[config.mk]
export PLATFORM = sky130hd
export DESIGN_NAME = bsb_ctrl
export DESIGN_NICKNAME = d
export VERILOG_FILES = /design/src/rtl/core/bsb_pkg.sv /design/src/rtl/core/bsb_ctrl.sv
export SDC_FILE = /design/constraint.sdc
export NUM_CORES = 1
export LEC_CHECK = 0
export BUFFER_PORTS_ARGS = -buffer_cell sky130_fd_sc_hd__buf_2
export CAP_MARGIN = 5
export CORE_AREA = 2 2 39 41
export DETAILED_ROUTE_END_ITERATION = 7
export DIE_AREA = 0 0 41 43
export HOLD_SLACK_MARGIN = 0.02
export SYNTH_ARGS = -nofsm -noshare
export SYNTH_HDL_FRONTEND = slang
export SYNTH_SLANG_ARGS = --single-unit
[constraint.sdc]
create_clock -name clk -period 1.7 [get_ports clk]
set_clock_uncertainty 0.2 [all_clocks]
set_input_delay 0.34 -clock clk [delete_from_list [all_inputs] [get_ports clk]]
set_output_delay 0.34 -clock clk [all_outputs]
set_load 0.02 [all_outputs]
[src/rtl/core/bsb_pkg.sv]
// bsb_pkg: constants, types and controller/datapath links for the
// background subtract bandpass unit; no dependencies
package bsb_pkg;

    localparam int BINS_PER_FRAME = 2048;
    localparam int BIN_W          = $clog2(BINS_PER_FRAME);

    localparam int COEF_W   = 32;
    localparam int SAMPLE_W = 16;
    localparam int BG_W     = 32;
    localparam int XH_W     = 25;
    localparam int YH_W     = 40;
    localparam int WIN_W    = 10;
    localparam int FCNT_W   = 11;
    localparam int CFG_IDX_W = 3;
    localparam int NUM_W    = 44;
    localparam int DIV_W    = 43;

    localparam int CLAMP_POS     = 29000;
    localparam int SETTLED_COUNT = 301;
    localparam int PASS_BINS     = 3;

    // shared multiplier: 40-bit operand by 17-bit half-coefficient
    localparam int OPA_W  = 40;
    localparam int OPB_W  = 17;
    localparam int PROD_W = OPA_W + OPB_W;
    localparam int ACC_W  = 62;
    localparam int MUL_OPS   = 18;
    localparam int FILT_LAST = MUL_OPS + 2;

    typedef enum logic [CFG_IDX_W-1:0] {
        REG_COEF_B0 = 3'd0,
        REG_COEF_B1 = 3'd1,
        REG_COEF_B2 = 3'd2,
        REG_COEF_A1 = 3'd3,
        REG_COEF_A2 = 3'd4,
        REG_COEF_A3 = 3'd5,
        REG_COEF_A4 = 3'd6,
        REG_BG_FRAMES = 3'd7
    } reg_idx_t;

    typedef enum logic [2:0] {
        ST_CLEAR,
        ST_IDLE,
        ST_PREP,
        ST_NUM,
        ST_START,
        ST_CALC,
        ST_FINISH
    } state_t;

    typedef struct packed {
        logic clear_we;
        logic in_ready;
        logic capture;
        logic prep;
        logic num;
        logic start;
        logic calc;
        logic finish;
    } cmd_t;

    typedef struct packed {
        logic clear_last;
        logic calc_done;
        logic out_free;
    } sts_t;

endpackage

[src/rtl/core/bsb_ctrl.sv]
// bsb_ctrl: sequencing state machine for the unit
// depends on bsb_pkg
module bsb_ctrl
    import bsb_pkg::*;
(
    input  logic clk,
    input  logic rst_n,
    input  logic in_valid,
    input  sts_t sts,
    output cmd_t cmd
);

    state_t state_reg, state_next;

    always_comb
    begin
        state_next = state_reg;
        case (state_reg)
            ST_CLEAR:  if (sts.clear_last) state_next = ST_IDLE;
            ST_IDLE:   if (in_valid) state_next = ST_PREP;
            ST_PREP:   state_next = ST_NUM;
            ST_NUM:    state_next = ST_START;
            ST_START:  state_next = ST_CALC;
            ST_CALC:   if (sts.calc_done) state_next = ST_FINISH;
            ST_FINISH: if (sts.out_free) state_next = ST_IDLE;
            default:   state_next = ST_CLEAR;
        endcase
    end

    always_comb
    begin
        cmd          = '0;
        cmd.clear_we = (state_reg == ST_CLEAR);
        cmd.in_ready = (state_reg == ST_IDLE);
        cmd.capture  = (state_reg == ST_IDLE) && in_valid;
        cmd.prep     = (state_reg == ST_PREP);
        cmd.num      = (state_reg == ST_NUM);
        cmd.start    = (state_reg == ST_START);
        cmd.calc     = (state_reg == ST_CALC);
        cmd.finish   = (state_reg == ST_FINISH) && sts.out_free;
    end

    always_ff @(posedge clk or negedge rst_n)
    begin
        if (!rst_n)
        begin
            state_reg <= ST_CLEAR;
        end
        else
        begin
            state_reg <= state_next;
        end
    end

endmodule

Yosys cells after proc, flatten, opt, wreduce, memory -nomap -nowiden
Index checks and enable logic that the tools add are counted.

storage, ports and cells
  bits of input ports = 6
  register bits after elaboration = 3
  output and inout port bits = 8
  word-level logic and storage cells = 20

operators by class
  reductions and logical operators = 4
  multiplexer cells = 5
  eq/ne operators = 10

operator list
  kind                                            number
  one-hot mux 3 bit (7 select lines)              1
  2-to-1 mux 3 bit                                4
  == test 3 bit (second input constant)           3
  inequality test 2 bit (second input constant)   4
  == test 3 x 2 -> 1 bit (second input constant)  2
  AND reduction 4 bit                             1
  == test 3 x 1 -> 1 bit (second input constant)  1
  zero test 3 bit                                 1
  logical AND 1 bit                               2

Depth between registers and ports, before layout
Gate-level depths: netlist of run 1.

  word-level depth = 3
  mapped depth = 4
  depth with buffers taken out = 3

Worst setup path before layout of run 1
OpenSTA, ideal clock, no wires.

  kind = flip-flop to output port
  start point = register state_reg[1]
  end point = output cmd[5] in the netlist's numbering
  path buffers = 1
  data required time = 1,160 ps
  data arrival time = 1,387 ps
  cell stages (with the launch flop) = 4
  slack = -227 ps
  cells stage by stage = dfrtp_1 > buf_6 > nor3b_1 > and2_1

RTL lines
  item                    line            source
  start, declared         bsb_ctrl.sv:13  state_t state_reg, state_next;
  start signal, assigned  bsb_ctrl.sv:51  state_reg <= state_next;
  end, declared           bsb_ctrl.sv:10  output cmd_t cmd

==> results of run 1 <==
final cells by class:
class                   instances  area, sq um
fillers                       156          991
well taps                      16         20.0
multi-input cells              20          141
clock buffers                   4         26.3
repair buffers                 19          126
flip-flops and latches          3         78.8
how the worst max path moves through the flow:
stage / from / end
detailed placement: state_reg[2] / cmd[0]
global placement: state_reg[1] / cmd[5]
floorplan: state_reg[1] / cmd[5]
global route: state_reg[1] / cmd[5]
finish: state_reg[1] / cmd[5]
CTS: state_reg[1] / cmd[5]
cells by family (layout without fill, tap and decap cells):
kind of cell / Yosys count / count (layout) / share of synthesized area
AOI/OAI and AO/OA: 4 / 4 / 0.106
DFF: 3 / 3 / 0.335
and+or+nand+nor: 15 / 15 / 0.391
muxes: 1 / 1 / 0.0670
buffers and inverters: 2 / 23 / 0.101
placed cells by master (no fill, tap or decap), types with 2 or more instances in the layout:
master and n:
sky130_fd_sc_hd__and2_1 2, sky130_fd_sc_hd__buf_2 11, sky130_fd_sc_hd__buf_4 5, sky130_fd_sc_hd__clkbuf_4 3, sky130_fd_sc_hd__dfrtp_2 3, sky130_fd_sc_hd__nand2_1 2
sky130_fd_sc_hd__nand2b_1 2, sky130_fd_sc_hd__nor2_1 2, sky130_fd_sc_hd__nor2b_1 2, sky130_fd_sc_hd__nor3b_2 2, sky130_fd_sc_hd__o21ai_0 2
worst max-delay path: stages (launching register included):
cell,delay (ns)
sky130_fd_sc_hd__dfrtp_2,0.45
sky130_fd_sc_hd__nor3b_2,0.21
sky130_fd_sc_hd__and2_1,0.16
sky130_fd_sc_hd__buf_6,0.11
routing by layer:
metal	up-vias	track usage	routed length (um)
met1	120	0.124	277
met5	-	0	0
met2	12	0.103	386
met4	0	0.140	14
li1	126	-	-
met3	2	0.0366	47
power breakdown:
group          switching (uW)  leakage (uW)  internal (uW)
logic                     229      0.000163            227
clock network            39.2     0.0000150           88.1
registers                63.9     0.0000332            113
per-stage QoR:
| stage | instance area, sq um | setup slack (ns) | power, uW | cells | setup TNS [ns] |
|---|---|---|---|---|---|
| after floorplan | 229 | 0.0163 | 440 | 25 | 0 |
| after global placement | 292 | 0.187 | 495 | 52 | 0 |
| after detailed placement | 292 | 0.180 | 495 | 52 | 0 |
| after CTS | 358 | -0.0160 | 692 | 60 | -0.0246 |
| after global routing | 393 | -0.0765 | 816 | 62 | -0.222 |
| final | 393 | -0.0121 | 760 | 62 | -0.0133 |
timing repair:
item,in CTS,in global routing
resized for setup,6,6
hold buffers,1,0
buffers inserted,3,2
setup endpoints to repair,5,5
hold endpoints to repair,3,0
pin swaps,2,2
==> report_table.html, run 1 <==
<table>
<tr><th>Metric</th><th>Value</th></tr>
<tr><th colspan="2">Status</th></tr>
<tr><td>Outcome</td><td>finished with violations</td></tr>
<tr><td>Failing checks</td><td>negative setup slack</td></tr>
<tr><th colspan="2">Routing</th></tr>
<tr><td>DRC viols</td><td>0</td></tr>
<tr><td>Initial DRC Count</td><td>4</td></tr>
<tr><td>Vias per cell</td><td>roughly 4.2</td></tr>
<tr><td>Wirelength, routed</td><td>approximately 730 um</td></tr>
<tr><td>Post-detailed-route wirelength per cell</td><td>11.7 um</td></tr>
<tr><td>Detailed-route via count</td><td>between 200 and 300</td></tr>
<tr><td>Final antenna-violating net count</td><td>0</td></tr>
<tr><td>Number of detailed-routing iterations run before antenna repair</td><td>4</td></tr>
<tr><th colspan="2">Die</th></tr>
<tr><td>Total die area</td><td>1760 sq um</td></tr>
<tr><td>Cell Rows</td><td>14</td></tr>
<tr><td>Placeable core region</td><td>1380 sq um</td></tr>
<tr><td>Die extent in y</td><td>43 um</td></tr>
<tr><td>Initial core utilization</td><td>0.162</td></tr>
<tr><td>Io pins</td><td>14</td></tr>
<tr><td>Die extent in x</td><td>approximately 41 um</td></tr>
<tr><th colspan="2">Clock network</th></tr>
<tr><td>Total clock sinks</td><td>3</td></tr>
<tr><td>Number of levels in the clock H-tree</td><td>1</td></tr>
<tr><td>Maximum buffer depth of the clock tree</td><td>2</td></tr>
<tr><td>Inserted Clock Buffers</td><td>3</td></tr>
<tr><td>Insertion delay to the later sink of the worst-skew pair</td><td>0.23 ns</td></tr>
<tr><td>TritonCTS clock tree</td><td>built</td></tr>
<tr><td>Clock slew at the register clock pins of the worst setup and hold paths</td><td>about 0.040 ns</td></tr>
<tr><td>Root Buffer Master</td><td>sky130_fd_sc_hd__clkbuf_4</td></tr>
<tr><th colspan="2">Placement</th></tr>
<tr><td>Gp weighted congestion</td><td>0.756</td></tr>
<tr><td>Number of buffers inserted by port buffering</td><td>13</td></tr>
<tr><td>Half-perimeter wire length of the detailed placement result</td><td>391 um</td></tr>
<tr><th colspan="2">Global routing</th></tr>
<tr><td>Largest net degree at the start of global routing</td><td>10</td></tr>
<tr><td>Overall Global Routing Usage</td><td>0.0998</td></tr>
<tr><td>GR Overflow Total</td><td>0</td></tr>
<tr><td>Vias in the first global route</td><td>240</td></tr>
<tr><td>Antenna violations before repair</td><td>0</td></tr>
<tr><td>First-pass GRT wire length</td><td>between 1 and 1.5 mm</td></tr>
<tr><th colspan="2">Timing</th></tr>
<tr><td>Final hold slack</td><td>0.231 ns</td></tr>
<tr><td>Worst setup slack after layout</td><td>-0.0121 ns</td></tr>
<tr><td>Slew at the pin closest to its max-slew limit</td><td>0.176 ns</td></tr>
<tr><td>RSZ-0062 raised after global routing</td><td>yes</td></tr>
<tr><td>Final worst path period share</td><td>1.01</td></tr>
<tr><td>Shortest period the worst path allows</td><td>between 1.5 and 2 ns</td></tr>
<tr><td>Worst max-slew margin expressed relative to the limit</td><td>0.882</td></tr>
<tr><td>Maximum achievable frequency</td><td>between 500 and 600 MHz</td></tr>
<tr><td>Number of endpoints with negative hold slack in the final report</td><td>0</td></tr>
<tr><td>Total of endpoints with negative setup slack in the final report</td><td>2</td></tr>
<tr><td>Number of pins exceeding their max-slew limit in the final report</td><td>0</td></tr>
<tr><th colspan="2">Final layout</th></tr>
<tr><td>Area growth, synth to finish</td><td>75.4%</td></tr>
<tr><td>Fraction of final layout cells with drive strength greater than 1</td><td>0.587</td></tr>
<tr><td>Fraction of the core area covered by cells at the end of the flow</td><td>0.284</td></tr>
<tr><td>Net count of the finished layout</td><td>between 50 and 60</td></tr>
<tr><td>Flip-flop count of the largest register, all copies and words added</td><td>3</td></tr>
<tr><td>Ant. Diodes</td><td>0</td></tr>
<tr><th colspan="2">Pwr</th></tr>
<tr><td>Worst VDD drop</td><td>between 600 and 700 uV</td></tr>
<tr><td>Power density cells</td><td>1940 nW/um^2</td></tr>
<tr><td>Leakage power</td><td>0.000211 uW</td></tr>
<tr><th colspan="2">Setup path</th></tr>
<tr><td>Critical Path Start Type</td><td>flop</td></tr>
<tr><td>Worst reg-to-reg setup slack</td><td>0.17 ns</td></tr>
<tr><td>R2R depth</td><td>5</td></tr>
<tr><td>Arrival @ worst endpoint</td><td>1.17 ns</td></tr>
<tr><td>Reg2reg end</td><td>state_reg[0]</td></tr>
<tr><td>Critical Setup Path Class</td><td>flop to output port</td></tr>
<tr><td>Worst Path Max Fanout</td><td>6</td></tr>
<tr><td>Kind of end point of the critical path</td><td>output port</td></tr>
<tr><td>CP required</td><td>between 1 and 1.5 ns</td></tr>
<tr><td>RR Startpoint</td><td>state_reg[2]</td></tr>
<tr><th colspan="2">Synthesis</th></tr>
<tr><td>Area contributors post-synth</td><td>sky130_fd_sc_hd__dfrtp_1, sky130_fd_sc_hd__buf_6, sky130_fd_sc_hd__mux2_4</td></tr>
<tr><td>Dominant register cell in the synthesized netlist</td><td>sky130_fd_sc_hd__dfrtp_1</td></tr>
<tr><td>Cell accounting for the most synthesized area</td><td>sky130_fd_sc_hd__dfrtp_1</td></tr>
<tr><td>Synthesized netlist cell count</td><td>25</td></tr>
<tr><td>Mean instance size in the synthesized netlist</td><td>8.96 sq um</td></tr>
<tr><td>Number of library cell types mapped by synthesis</td><td>15</td></tr>
<tr><td>Summed instance area of the synthesized netlist</td><td>224 sq um</td></tr>
<tr><td>Share of synthesized area occupied by flip-flops and latches</td><td>0.335</td></tr>
<tr><td>Net count of the mapped netlist</td><td>31</td></tr>
<tr><td>Synth warn</td><td>0</td></tr>
<tr><td>Count of flip-flops with a built-in enable after synthesis</td><td>0</td></tr>
<tr><td>Share of Yosys cell area claimed by the top area cell type</td><td>0.335</td></tr>
<tr><td>Async set or reset register ratio after synthesis</td><td>1.00</td></tr>
<tr><td>Yosys reg bits</td><td>3</td></tr>
<tr><td>Top-count cell post-synth</td><td>sky130_fd_sc_hd__dfrtp_1</td></tr>
<tr><th colspan="2">Min path</th></tr>
<tr><td>Worst hold path type</td><td>input pin to asynchronous set/reset pin</td></tr>
<tr><th colspan="2">Job</th></tr>
<tr><td>Max-cap viol count</td><td>0</td></tr>
</table>
Note: power is estimated with default switching activity, not from simulation.
==> run 2: changes to the inputs <==
- CAP_MARGIN: 5 -> 30
- PLACE_DENSITY: not set -> 0.42
==> report_table.html, run 2 (synthesis gave the netlist of run 1 again) <==
<table>
<tr><th>Metric</th><th>Value</th></tr>
<tr><th colspan="2">Status</th></tr>
<tr><td>Outcome</td><td>finished clean</td></tr>
<tr><th colspan="2">Setup path</th></tr>
<tr><td>Reg2reg end</td><td>state_reg[0]</td></tr>
<tr><td>Launch point of the worst path</td><td>state_reg[2]</td></tr>
<tr><td>Worst reg-to-reg setup slack</td><td>0.17 ns (about the same)</td></tr>
<tr><td>Max stage delay on crit path</td><td>0.44 ns (about the same)</td></tr>
<tr><td>Critical Setup Path Class</td><td>flop to output port</td></tr>
<tr><td>RR Startpoint</td><td>state_reg[2]</td></tr>
<tr><td>Critical Path Start Type</td><td>flop</td></tr>
<tr><td>Cells along the critical path</td><td>nor3b_2 &gt; and2_1 &gt; buf_6</td></tr>
<tr><td>Kind of end point of the critical path</td><td>output port</td></tr>
<tr><td>Number of logic stages on the critical path including buffering</td><td>3 (unchanged)</td></tr>
<tr><td>Worst Path Max Fanout</td><td>6 (unchanged)</td></tr>
<tr><td>R2R depth</td><td>5 (unchanged)</td></tr>
<tr><td>Arrival @ worst endpoint</td><td>1.14 ns (-0.03 ns)</td></tr>
<tr><td>Critical Path Slowest Stage Cell</td><td>sky130_fd_sc_hd__dfrtp_2</td></tr>
<tr><td>CP required</td><td>1.16 ns (about the same)</td></tr>
<tr><td>Crit path max-delay family</td><td>flip-flops</td></tr>
<tr><td>Count of buffering cells on the critical path with inverters included</td><td>1 (unchanged)</td></tr>
<tr><td>Crit path to</td><td>cmd[5]</td></tr>
<tr><th colspan="2">Clock network</th></tr>
<tr><td>Number of levels in the clock H-tree</td><td>1 (unchanged)</td></tr>
<tr><td>Root Buffer Master</td><td>sky130_fd_sc_hd__clkbuf_4</td></tr>
<tr><td>Clock slew at the register clock pins of the worst setup and hold paths</td><td>0.04 ns (about the same)</td></tr>
<tr><td>Insertion delay to the later sink of the worst-skew pair</td><td>0.24 ns (about the same)</td></tr>
<tr><td>Total clock sinks</td><td>3 (unchanged)</td></tr>
<tr><td>TritonCTS clock tree</td><td>built</td></tr>
<tr><td>Inserted Clock Buffers</td><td>3 (unchanged)</td></tr>
<tr><td>Maximum buffer depth of the clock tree</td><td>2 (unchanged)</td></tr>
<tr><th colspan="2">Global routing</th></tr>
<tr><td>Largest net degree at the start of global routing</td><td>10 (unchanged)</td></tr>
<tr><td>Global routing met1 resource utilization</td><td>0.103 (-0.0206)</td></tr>
<tr><td>Antenna violations before repair</td><td>0 (unchanged)</td></tr>
<tr><td>Overall Global Routing Usage</td><td>0.0744 (-0.0254)</td></tr>
<tr><td>Vias in the first global route</td><td>204 (-15%)</td></tr>
<tr><td>Met2 Usage GRT</td><td>0.0938 (-0.00937)</td></tr>
<tr><td>GR Layer Usage met3</td><td>0.0628 (+0.0262)</td></tr>
<tr><td>Most congested layer reported by global routing</td><td>met1</td></tr>
<tr><td>GR Overflow Total</td><td>0 (unchanged)</td></tr>
<tr><td>First-pass GRT wire length</td><td>841 um (-19%)</td></tr>
<tr><th colspan="2">Die</th></tr>
<tr><td>Initial core utilization</td><td>0.162 (unchanged)</td></tr>
<tr><td>Die extent in y</td><td>43 um (unchanged)</td></tr>
<tr><td>Cell Rows</td><td>14 (unchanged)</td></tr>
<tr><td>Total die area</td><td>1760 sq um (unchanged)</td></tr>
<tr><td>Die extent in x</td><td>41 um (unchanged)</td></tr>
<tr><td>Placeable core region</td><td>1380 sq um (unchanged)</td></tr>
<tr><td>Io pins</td><td>14 (unchanged)</td></tr>
<tr><th colspan="2">Final layout</th></tr>
<tr><td>Fraction of the core area covered by cells at the end of the flow</td><td>0.269 (-0.0154)</td></tr>
<tr><td>Ant. Diodes</td><td>0 (unchanged)</td></tr>
<tr><td>Most frequent cells in the layout</td><td>sky130_fd_sc_hd__buf_2, sky130_fd_sc_hd__buf_4, sky130_fd_sc_hd__clkbuf_4, sky130_fd_sc_hd__dfrtp_2</td></tr>
<tr><td>Flip-flop count of the largest register, all copies and words added</td><td>3 (unchanged)</td></tr>
<tr><td>Number of fill cells</td><td>153 (-1.9%)</td></tr>
<tr><td>Net count of the finished layout</td><td>51 (-3.8%)</td></tr>
<tr><td>Most common library cell in the layout ignoring fill and taps</td><td>sky130_fd_sc_hd__buf_2</td></tr>
<tr><td>Final instance area</td><td>372 sq um (-5.4%)</td></tr>
<tr><td>Area growth, synth to finish</td><td>65.9%</td></tr>
<tr><td>Fraction of final layout cells with drive strength greater than 1</td><td>0.545 (-0.0415)</td></tr>
<tr><td>Post-Layout Cell Count</td><td>60 (-3.2%)</td></tr>
<tr><th colspan="2">Timing</th></tr>
<tr><td>Slew at the pin closest to its max-slew limit</td><td>0.201 ns (+0.0251 ns)</td></tr>
<tr><td>Maximum achievable frequency</td><td>594 MHz (+1.7%)</td></tr>
<tr><td>Number of endpoints with negative hold slack in the final report</td><td>0 (unchanged)</td></tr>
<tr><td>Worst max-slew margin expressed relative to the limit</td><td>0.865 (-0.0175)</td></tr>
<tr><td>Shortest period the worst path allows</td><td>1.68 ns (-0.0283 ns)</td></tr>
<tr><td>Total of endpoints with negative setup slack in the final report</td><td>0 (-2)</td></tr>
<tr><td>RSZ-0062 raised after global routing</td><td>yes</td></tr>
<tr><td>Final worst path period share</td><td>0.990 (-0.0166)</td></tr>
<tr><td>Number of pins exceeding their max-slew limit in the final report</td><td>0 (unchanged)</td></tr>
<tr><td>Final hold slack</td><td>0.232 ns (+0.000306 ns)</td></tr>
<tr><th colspan="2">Routing</th></tr>
<tr><td>Vias per cell</td><td>4.12 (-1.8%)</td></tr>
<tr><td>DRC viols</td><td>0 (unchanged)</td></tr>
<tr><td>Post-detailed-route wirelength per cell</td><td>10.1 um (-14%)</td></tr>
<tr><td>Wirelength, routed</td><td>608 um (-16%)</td></tr>
<tr><td>Detailed-route via count</td><td>247 (-5.0%)</td></tr>
<tr><td>Final antenna-violating net count</td><td>0 (unchanged)</td></tr>
<tr><td>Number of detailed-routing iterations run before antenna repair</td><td>1 (-3)</td></tr>
<tr><td>Initial DRC Count</td><td>0 (-4)</td></tr>
<tr><th colspan="2">Pwr</th></tr>
<tr><td>Worst VDD drop</td><td>758 uV (+19%)</td></tr>
<tr><td>Leakage power</td><td>0.000190 uW (-10%)</td></tr>
<tr><td>Power density cells</td><td>1920 nW/um^2 (-0.99%)</td></tr>
<tr><th colspan="2">Job</th></tr>
<tr><td>Max-cap viol count</td><td>0 (unchanged)</td></tr>
<tr><th colspan="2">Placement</th></tr>
<tr><td>Area post-placement</td><td>292 sq um (unchanged)</td></tr>
<tr><td>Placed cell count</td><td>52 (unchanged)</td></tr>
<tr><td>Number of buffers inserted by port buffering</td><td>13 (unchanged)</td></tr>
<tr><td>Gp weighted congestion</td><td>0.690 (-8.6%)</td></tr>
<tr><th colspan="2">Min path</th></tr>
<tr><td>Worst hold path type</td><td>input pin to asynchronous set/reset pin</td></tr>
</table>
## run 2: worst min path at each step
stage,to,slack [ns],cells after the start
detailed placement,state_reg[2],-0.06,1
finish,state_reg[2],0.23,2
floorplan,state_reg[0],-0.16,0
global placement,state_reg[2],-0.06,1
global route,state_reg[2],0.25,2
CTS,state_reg[2],0.22,2
## run 2: stage by stage
stage	setup WS (ns)	TNS [ns]	power, uW
floorplan	0.0163	0	440
global placement	0.161	0	499
detailed placement	0.176	0	493
CTS	0.0117	0	669
global route	-0.0320	-0.100	768
finish	0.0162	0	712
## run 2: final cells by class
type	count	area [sq um]	share of cell area
multi-input combinational	20	139	0.374
tap	16	20.0	0.0539
sequential	3	78.8	0.212
timing repair buffer	17	108	0.290
clock buffer	4	26.3	0.0707
## run 2: what timing repair did
action,4_1_cts,5_1_grt
endpoints found under the hold margin,3,0
buffers inserted,3,0
setup endpoints to repair,3,5
hold buffers,1,0
resized for setup,3,7
pin swaps,0,2
gates cloned,0,0
## run 2: power by group
| group | total [uW] | switching [uW] | internal (uW) |
|---|---|---|---|
| registers | 182 | 68.5 | 113 |
| clock network | 127 | 38.8 | 88.0 |
| logic | 403 | 200 | 203 |
| total | 712 | 307 | 405 |
## run 2: metal layers
metal	wire length, um	vias up
li1	-	122
met1	284	111
met2	248	14
met3	75	0
met4	0	0
met5	0	-
